File: config.mk
export PLATFORM = sky130hd
export DESIGN_NAME = monotonic_branch_splitter_top
export DESIGN_NICKNAME = d
export VERILOG_FILES = /design/src/hdl/msb_pkg.sv /design/src/hdl/monotonic_branch_splitter_top.sv /design/src/hdl/msb_front.sv /design/src/hdl/msb_queue.sv /design/src/hdl/msb_back.sv
export SDC_FILE = /design/constraint.sdc
export NUM_CORES = 1
export LEC_CHECK = 0
export BUFFER_PORTS_ARGS = -buffer_cell sky130_fd_sc_hd__buf_2
export CORE_ASPECT_RATIO = 1.2
export CORE_MARGIN = 1.5
export CORE_UTILIZATION = 65
export CTS_BUF_LIST = sky130_fd_sc_hd__clkbuf_4 sky130_fd_sc_hd__clkbuf_8 sky130_fd_sc_hd__clkbuf_16
export CTS_CLUSTER_DIAMETER = 30
export DETAILED_ROUTE_END_ITERATION = 16
export PLACE_DENSITY = 0.83
export SLEW_MARGIN = 40
export SYNTH_ARGS = -nofsm -noshare
export SYNTH_HDL_FRONTEND = slang
export SYNTH_HIERARCHICAL = 1
export SYNTH_SLANG_ARGS = --single-unit
File: constraint.sdc
create_clock -name clk -period 16 [get_ports clk]
set_clock_uncertainty 0.2 [all_clocks]
set_input_delay 0.8 -clock clk [delete_from_list [all_inputs] [get_ports clk]]
set_output_delay 0.8 -clock clk [all_outputs]
set_load 0.01 [all_outputs]
File: src/hdl/msb_pkg.sv
// Shared constants, types and codes of the monotonic branch splitter.
package msb_pkg;

  // Build-time sizing of the block.
  localparam int MAX_RUN_LENGTH = 65536;
  localparam int TEMP_BITS      = 32;

  // Widths of the port fields.
  localparam int TEMP_W = 32;
  localparam int IDX_W  = 16;

  // The low EFF_BITS bits of a sample take part in the comparison; with these sizes that is all 32 bits.
  localparam int EFF_BITS = (TEMP_BITS < TEMP_W) ? TEMP_BITS : TEMP_W;

  // Sample indices stop counting at this value.
  localparam int IDX_LIMIT_INT = (MAX_RUN_LENGTH - 1 < 65535) ? MAX_RUN_LENGTH - 1 : 65535;
  localparam logic [IDX_W-1:0] IDX_LIMIT = IDX_W'(IDX_LIMIT_INT);

  // Depth of the queue between the front and the back.
  localparam int QUEUE_DEPTH = 4;
  localparam int QPTR_W      = $clog2(QUEUE_DEPTH);
  localparam int QCNT_W      = $clog2(QUEUE_DEPTH + 1);

  // Direction of the open branch.
  typedef enum logic [2:0] {
    DIR_UNDET = 3'b001,
    DIR_HEAT  = 3'b010,
    DIR_COOL  = 3'b100
  } dir_t;

  // One queue entry: what one sample leaves to be emitted.
  typedef struct packed {
    logic             has_close;
    logic [IDX_W-1:0] close_start;
    logic [IDX_W-1:0] close_stop;
    logic             close_heat;
    logic             has_final;
    logic [IDX_W-1:0] final_start;
    logic [IDX_W-1:0] final_stop;
    logic             final_heat;
  } msb_rec_t;

  // Handshake between a queue and its two users.
  typedef struct packed {
    logic full;
    logic empty;
  } msb_qstat_t;

endpackage

File: src/hdl/monotonic_branch_splitter_top.sv
// A sample's first branch word enters the queue when taken, then the output register.
// One sample per cycle while the queue has room; a two-branch sample gives two words.
// The four-entry queue between the front and the back lets a stalled output absorb samples.
// A sample that emits nothing never waits on the output side unless the queue is full.
// Reset (rst, synchronous, active high) empties the queue and the output register and
// makes the next sample the first of a new run.
module monotonic_branch_splitter_top (
  input  logic                       clk,
  input  logic                       rst,
  input  logic [msb_pkg::TEMP_W-1:0] temperature,
  input  logic                       last_sample,
  input  logic                       sample_valid,
  output logic                       sample_stall,
  output logic [msb_pkg::IDX_W-1:0]  branch_start,
  output logic [msb_pkg::IDX_W-1:0]  branch_stop,
  output logic                       heating,
  output logic                       final_branch,
  output logic                       branch_valid,
  input  logic                       branch_stall
);
  import msb_pkg::*;

  logic       push;
  logic       pop;
  msb_rec_t   push_rec;
  msb_rec_t   head_rec;
  msb_qstat_t qstat;

  // Sample intake and branch tracking.
  msb_front u_front (
    .clk          (clk),
    .rst          (rst),
    .temperature  (temperature),
    .last_sample  (last_sample),
    .sample_valid (sample_valid),
    .sample_stall (sample_stall),
    .qstat        (qstat),
    .push         (push),
    .push_rec     (push_rec)
  );

  // Queue of emitted branch entries.
  msb_queue u_queue (
    .clk      (clk),
    .rst      (rst),
    .push     (push),
    .push_rec (push_rec),
    .pop      (pop),
    .head_rec (head_rec),
    .qstat    (qstat)
  );

  // Output sequencing.
  msb_back u_back (
    .clk          (clk),
    .rst          (rst),
    .head_rec     (head_rec),
    .qstat        (qstat),
    .pop          (pop),
    .branch_valid (branch_valid),
    .branch_stall (branch_stall),
    .branch_start (branch_start),
    .branch_stop  (branch_stop),
    .heating      (heating),
    .final_branch (final_branch)
  );

endmodule

File: src/hdl/msb_front.sv
// Front part: accepts samples, tracks the open branch and queues emitted branches.
module msb_front (
  input  logic                       clk,
  input  logic                       rst,
  input  logic [msb_pkg::TEMP_W-1:0] temperature,
  input  logic                       last_sample,
  input  logic                       sample_valid,
  output logic                       sample_stall,
  input  msb_pkg::msb_qstat_t        qstat,
  output logic                       push,
  output msb_pkg::msb_rec_t          push_rec
);
  import msb_pkg::*;

  logic signed [EFF_BITS-1:0] prev_temp;
  logic signed [EFF_BITS-1:0] prev_temp_next;
  dir_t                       dir;
  dir_t                       dir_next;
  logic [IDX_W-1:0]           begin_idx;
  logic [IDX_W-1:0]           begin_idx_next;
  logic [IDX_W-1:0]           sample_idx;
  logic [IDX_W-1:0]           sample_idx_next;
  logic                       awaiting_first;
  logic                       accept;
  logic signed [EFF_BITS-1:0] cur_temp;
  dir_t                       step_dir;
  msb_rec_t                   rec;

  // A sample is taken whenever the queue has room.
  assign sample_stall = qstat.full;
  assign accept       = sample_valid && !sample_stall;
  assign cur_temp     = $signed(temperature[EFF_BITS-1:0]);

  // Classify the step and work out the next branch state.
  always_comb begin
    dir_next        = dir;
    begin_idx_next  = begin_idx;
    sample_idx_next = sample_idx;
    prev_temp_next  = cur_temp;
    rec             = '0;
    if (cur_temp > prev_temp) begin
      step_dir = DIR_HEAT;
    end else if (cur_temp < prev_temp) begin
      step_dir = DIR_COOL;
    end else begin
      step_dir = DIR_UNDET;
    end
    if (awaiting_first) begin
      dir_next        = DIR_UNDET;
      begin_idx_next  = '0;
      sample_idx_next = '0;
    end else begin
      sample_idx_next = (sample_idx < IDX_LIMIT) ? sample_idx + IDX_W'(1) : IDX_LIMIT;
      if (step_dir != DIR_UNDET) begin
        if (dir == DIR_UNDET) begin
          dir_next = step_dir;
        end else if (step_dir != dir) begin
          // A reversal closes the branch at the previous sample.
          rec.has_close   = 1'b1;
          rec.close_start = begin_idx;
          rec.close_stop  = sample_idx;
          rec.close_heat  = (dir == DIR_HEAT);
          begin_idx_next  = sample_idx;
          dir_next        = step_dir;
        end
      end
    end
    rec.has_final   = last_sample;
    rec.final_start = begin_idx_next;
    rec.final_stop  = sample_idx_next;
    rec.final_heat  = (dir_next != DIR_COOL);
  end

  // Only samples that emit something take a queue entry.
  assign push     = accept && (rec.has_close || rec.has_final);
  assign push_rec = rec;

  // Run state.
  always_ff @(posedge clk) begin
    if (rst) begin
      dir            <= DIR_UNDET;
      begin_idx      <= '0;
      sample_idx     <= '0;
      prev_temp      <= '0;
      awaiting_first <= 1'b1;
    end else if (accept) begin
      dir            <= dir_next;
      begin_idx      <= begin_idx_next;
      sample_idx     <= sample_idx_next;
      prev_temp      <= prev_temp_next;
      awaiting_first <= last_sample;
    end
  end

endmodule

File: src/hdl/msb_queue.sv
// Short first-in first-out queue of branch entries between the front and the back.
module msb_queue (
  input  logic                clk,
  input  logic                rst,
  input  logic                push,
  input  msb_pkg::msb_rec_t   push_rec,
  input  logic                pop,
  output msb_pkg::msb_rec_t   head_rec,
  output msb_pkg::msb_qstat_t qstat
);
  import msb_pkg::*;

  msb_rec_t          entries [QUEUE_DEPTH];
  logic [QPTR_W-1:0] wr_ptr;
  logic [QPTR_W-1:0] rd_ptr;
  logic [QCNT_W-1:0] count;

  assign qstat.full  = (count == QCNT_W'(QUEUE_DEPTH));
  assign qstat.empty = (count == '0);
  assign head_rec    = entries[rd_ptr];

  // Entry storage.
  always_ff @(posedge clk) begin
    if (push) begin
      entries[wr_ptr] <= push_rec;
    end
  end

  // Pointers and fill count.
  always_ff @(posedge clk) begin
    if (rst) begin
      wr_ptr <= '0;
      rd_ptr <= '0;
      count  <= '0;
    end else begin
      if (push) begin
        wr_ptr <= (wr_ptr == QPTR_W'(QUEUE_DEPTH - 1)) ? '0 : wr_ptr + QPTR_W'(1);
      end
      if (pop) begin
        rd_ptr <= (rd_ptr == QPTR_W'(QUEUE_DEPTH - 1)) ? '0 : rd_ptr + QPTR_W'(1);
      end
      if (push && !pop) begin
        count <= count + QCNT_W'(1);
      end else if (pop && !push) begin
        count <= count - QCNT_W'(1);
      end
    end
  end

endmodule

File: src/hdl/msb_back.sv
// Back part: turns queue entries into branch words on the output register.
module msb_back (
  input  logic                      clk,
  input  logic                      rst,
  input  msb_pkg::msb_rec_t         head_rec,
  input  msb_pkg::msb_qstat_t       qstat,
  output logic                      pop,
  output logic                      branch_valid,
  input  logic                      branch_stall,
  output logic [msb_pkg::IDX_W-1:0] branch_start,
  output logic [msb_pkg::IDX_W-1:0] branch_stop,
  output logic                      heating,
  output logic                      final_branch
);
  import msb_pkg::*;

  logic             slot_free;
  logic             pend_valid;
  logic [IDX_W-1:0] pend_start;
  logic [IDX_W-1:0] pend_stop;
  logic             pend_heat;

  // The output register can load when empty or when its word leaves now.
  assign slot_free = !branch_valid || !branch_stall;
  assign pop       = slot_free && !pend_valid && !qstat.empty;

  // Control: output valid and the held final branch.
  always_ff @(posedge clk) begin
    if (rst) begin
      branch_valid <= 1'b0;
      pend_valid   <= 1'b0;
    end else if (slot_free) begin
      if (pend_valid) begin
        branch_valid <= 1'b1;
        pend_valid   <= 1'b0;
      end else if (pop) begin
        branch_valid <= 1'b1;
        pend_valid   <= head_rec.has_close && head_rec.has_final;
      end else begin
        branch_valid <= 1'b0;
      end
    end
  end

  // Payload: a closed branch goes first, the final branch waits one word.
  always_ff @(posedge clk) begin
    if (slot_free) begin
      if (pend_valid) begin
        branch_start <= pend_start;
        branch_stop  <= pend_stop;
        heating      <= pend_heat;
        final_branch <= 1'b1;
      end else if (pop) begin
        if (head_rec.has_close) begin
          branch_start <= head_rec.close_start;
          branch_stop  <= head_rec.close_stop;
          heating      <= head_rec.close_heat;
          final_branch <= 1'b0;
        end else begin
          branch_start <= head_rec.final_start;
          branch_stop  <= head_rec.final_stop;
          heating      <= head_rec.final_heat;
          final_branch <= 1'b1;
        end
        pend_start <= head_rec.final_start;
        pend_stop  <= head_rec.final_stop;
        pend_heat  <= head_rec.final_heat;
      end
    end
  end

endmodule
==> results.tsv <==
metric	value	unit
total negative setup slack	0	ns
Seq/Total Area, Yosys	66.7	%
deepest clock path buffer count	3	
Top delay family on crit path	compound AO/OA/AOI/OAI gates	
Unique masters post-synth	54	
Max Clk Rate	0.214	GHz
crit start category	flip-flop	
CTS buffer count	58	
DP Cell Count	1566	
Post-synth EDFFs	339	
worst path required time	16.29	ns
vias in the first global route	10898	
hold_sp	u_front/prev_temp[20]$_SDFFE_PP0P_	
Setup Buffers After CTS	0	
routed vias/inst	6.37	
Gate Count Post-Synth	1222	
Max-Slew Margin vs Limit	44.0	%
Least-Margin Pin Slew	0.833	ns
first-pass GRT wire length	58.1	mm
CTS tree	done	
# clock sinks	418	
Hold Path Class	flip-flop to flip-flop	
top_reg_cell synth	edfxtp_1	
layout cells sized above 1	21.5	%
Antenna diodes	0	
pwr/cell area	168	nW/um^2
buffers plus inverters on the worst setup path	2	
# rows	65	
outcome	complete, no violations	
Avg Synthesized Cell Area	14.4	sq um
clock-pin slew on the worst setup and hold paths	0.06	ns
Worst EP arrival	4.97	ns
# Max-Cap Violations	0	
Setup crit end kind	flip-flop	
WL per Instance	21.9	um
final wirelength	36.6	mm
synthesized area	17600	sq um
Finished Layout Cells	1676	
post-detail-place hpwl	19.5	mm
synth top area cells	edfxtp_1 (58%), dfxtp_1 (9.0%), mux4_2 (8.7%)	
Area Growth Syn to Fin	14.3	%
Synth top cells by count	edfxtp_1 (339), nand2_1 (162), a21oi_1 (97)	
Root Driver	clkbuf_16	
global-route usage over all layers	26.7	%
reg2reg start	u_front/prev_temp[7]$_SDFFE_PP0P_	
Vias	10671	
Critical Path Slowest Stage Cell	mux2_4	
starting DRC count in detailed routing	997	
Initial Util	66.5	%
die height	183	um
critical path peak fanout	35	
period utilisation layout	29.2	%
Worst Setup SP	u_front/prev_temp[7]$_SDFFE_PP0P_	
fin. max-slew vios	0	
WHS	0.254	ns
crit-path max cell delay	0.52	ns
initial antenna violation count	0	
Leakage	6.88	nW
RSZ-0062 raised after global routing	false	
share of the synthesized area in the top cell type	57.8	%
most numerous cell in the Yosys netlist	edfxtp_1	
R2R setup slack	11.32	ns
1st-pass router iterations	5	
FF+latch count, synth	418	
Die ar.	28100	sq um
nets	1368	
hold_buf cts	0	
peak supply drop	0.120	mV
syn nets	1299	
core area	26500	sq um
GPL Wtd Cong	0.824	
CTS resizes	0	
crit-path cells	inv_1 -> ha_1 -> a21oi_1 -> o21ai_0 -> a221o_1 -> or3_1 -> a221o_1 -> mux2_4 -> nor3_4 -> o21a_1 -> ha_1 -> inv_1 -> fa_1 -> xor2_1 -> or3_1 -> a21oi_1	
Crit Path Category	flip-flop to flip-flop	
total congestion overflow	0	
Routed Antenna Nets	0	
# IOs	73	
fin crit period	4.68	ns
H-tree levels	2	
Yosys top cell by area	edfxtp_1	
clk_lat worst skew	0.58	ns
I/O Buffers	72	
DRC violations left	0	
Hold Violations, Final	0	
Yosys warnings	6	
FFs w/ async S/R, synth	0	%
final setup fails	0	
Horiz. Die Dim	153	um
largest net degree at the start of global routing	79	
==> logic make-up (layout without fill, tap and decap cells) <==
| kind of cell | after synthesis | count (layout) | share of synthesized area (%) |
|---|---|---|---|
| simple gates | 315 | 315 | 8.45 |
| xor+xnor | 11 | 11 | 0.547 |
| flops | 418 | 418 | 66.7 |
| compound gates | 205 | 205 | 6.67 |
| buf+inv | 126 | 245 | 3.79 |
| fa+ha+maj | 40 | 40 | 2.88 |
| mux | 107 | 107 | 10.9 |
==> stage by stage <==
step	util [%]	cell area [sq um]	power, mW	setup WS [ns]
after global routing	76.0	20100	3.52	11.03
final	76.0	20100	3.39	11.32
after global placement	68.2	18100	2.09	10.80
after CTS	75.9	20100	3.41	11.31
after floorplan	-	17600	1.95	10.35
after detailed placement	68.4	18100	2.13	10.80
==> layer usage <==
metal  vias to the layer above  track usage, %  routed length (um)
met2                       623            45.7               18400
met1                      5165            33.5               13600
met4                         0            12.2                1490
met5                         -               0                   0
li1                       4766               -                   -
met3                       117            4.77                3080
==> where the power goes <==
group / internal (mW) / switching, mW / leakage, nW / total (mW)
registers: 1.38 / 0.0619 / 3.80 / 1.44
logic: 0.277 / 0.403 / 2.12 / 0.679
clock network: 0.775 / 0.500 / 0.971 / 1.27
==> registers in the layout (all words and copies together) (netlist names), 16 cells and up, named ones only <==
name                 cells
u_queue/entries        272
u_front/prev_temp       32
u_back/branch_start     16
u_back/branch_stop      16
u_back/pend_start       16
u_back/pend_stop        16
u_front/begin_idx       16
u_front/sample_idx      16
==> worst reg2reg max path: stages (launching register included) <==
cell	delay, ns
dfxtp_1	0.35
inv_1	0.05
ha_1	0.30
a21oi_1	0.14
o21ai_0	0.10
a221o_1	0.31
or3_1	0.38
a221o_1	0.46
mux2_4	0.52
nor3_4	0.28
o21a_1	0.27
ha_1	0.23
inv_1	0.06
fa_1	0.37
xor2_1	0.15
or3_1	0.30
a21oi_1	0.14
==> layout by cell type (no fill, tap or decap), drive strengths merged, types with 3 or more instances in the layout <==
master	n
a21o	4
or3	3
nor4	3
dfxtp	79
nand3	44
nor3b	4
inv	57
xor2	6
nor2b	6
o21ai	54
o211ai	18
edfxtp	339
clkinvlp	6
mux2i	38
clkbuf	66
buf	91
mux4	68
nor3	9
clkinv	21
a31oi	18
bufinv	4
nor2	19
and3	14
ha	39
nand4	9
a221o	3
and2	34
a21oi	98
xnor2	5
nand2	162
==> final timing paths <==
check | end | depth (start not counted)
worst max-delay path | u_queue/count[2]$_SDFFE_PP0P_ | 16
worst min-delay path | u_front/prev_temp[20]$_SDFFE_PP0P_ | 2
worst max register to register | u_queue/count[2]$_SDFFE_PP0P_ | 16
worst min register to register | u_front/prev_temp[20]$_SDFFE_PP0P_ | 2
==> layout make-up <==
cell class / count / area [sq um]
Sequential cell: 418 / 11800
Fill cell: 1472 / 6370
Multi-Input combinational cell: 678 / 5240
Clock buffer: 66 / 1540
Timing Repair Buffer: 91 / 557
Clock inverter: 44 / 457
Tap cell: 335 / 419
Inverter: 44 / 165
No activity file was read; power rests on OpenSTA's default activity.
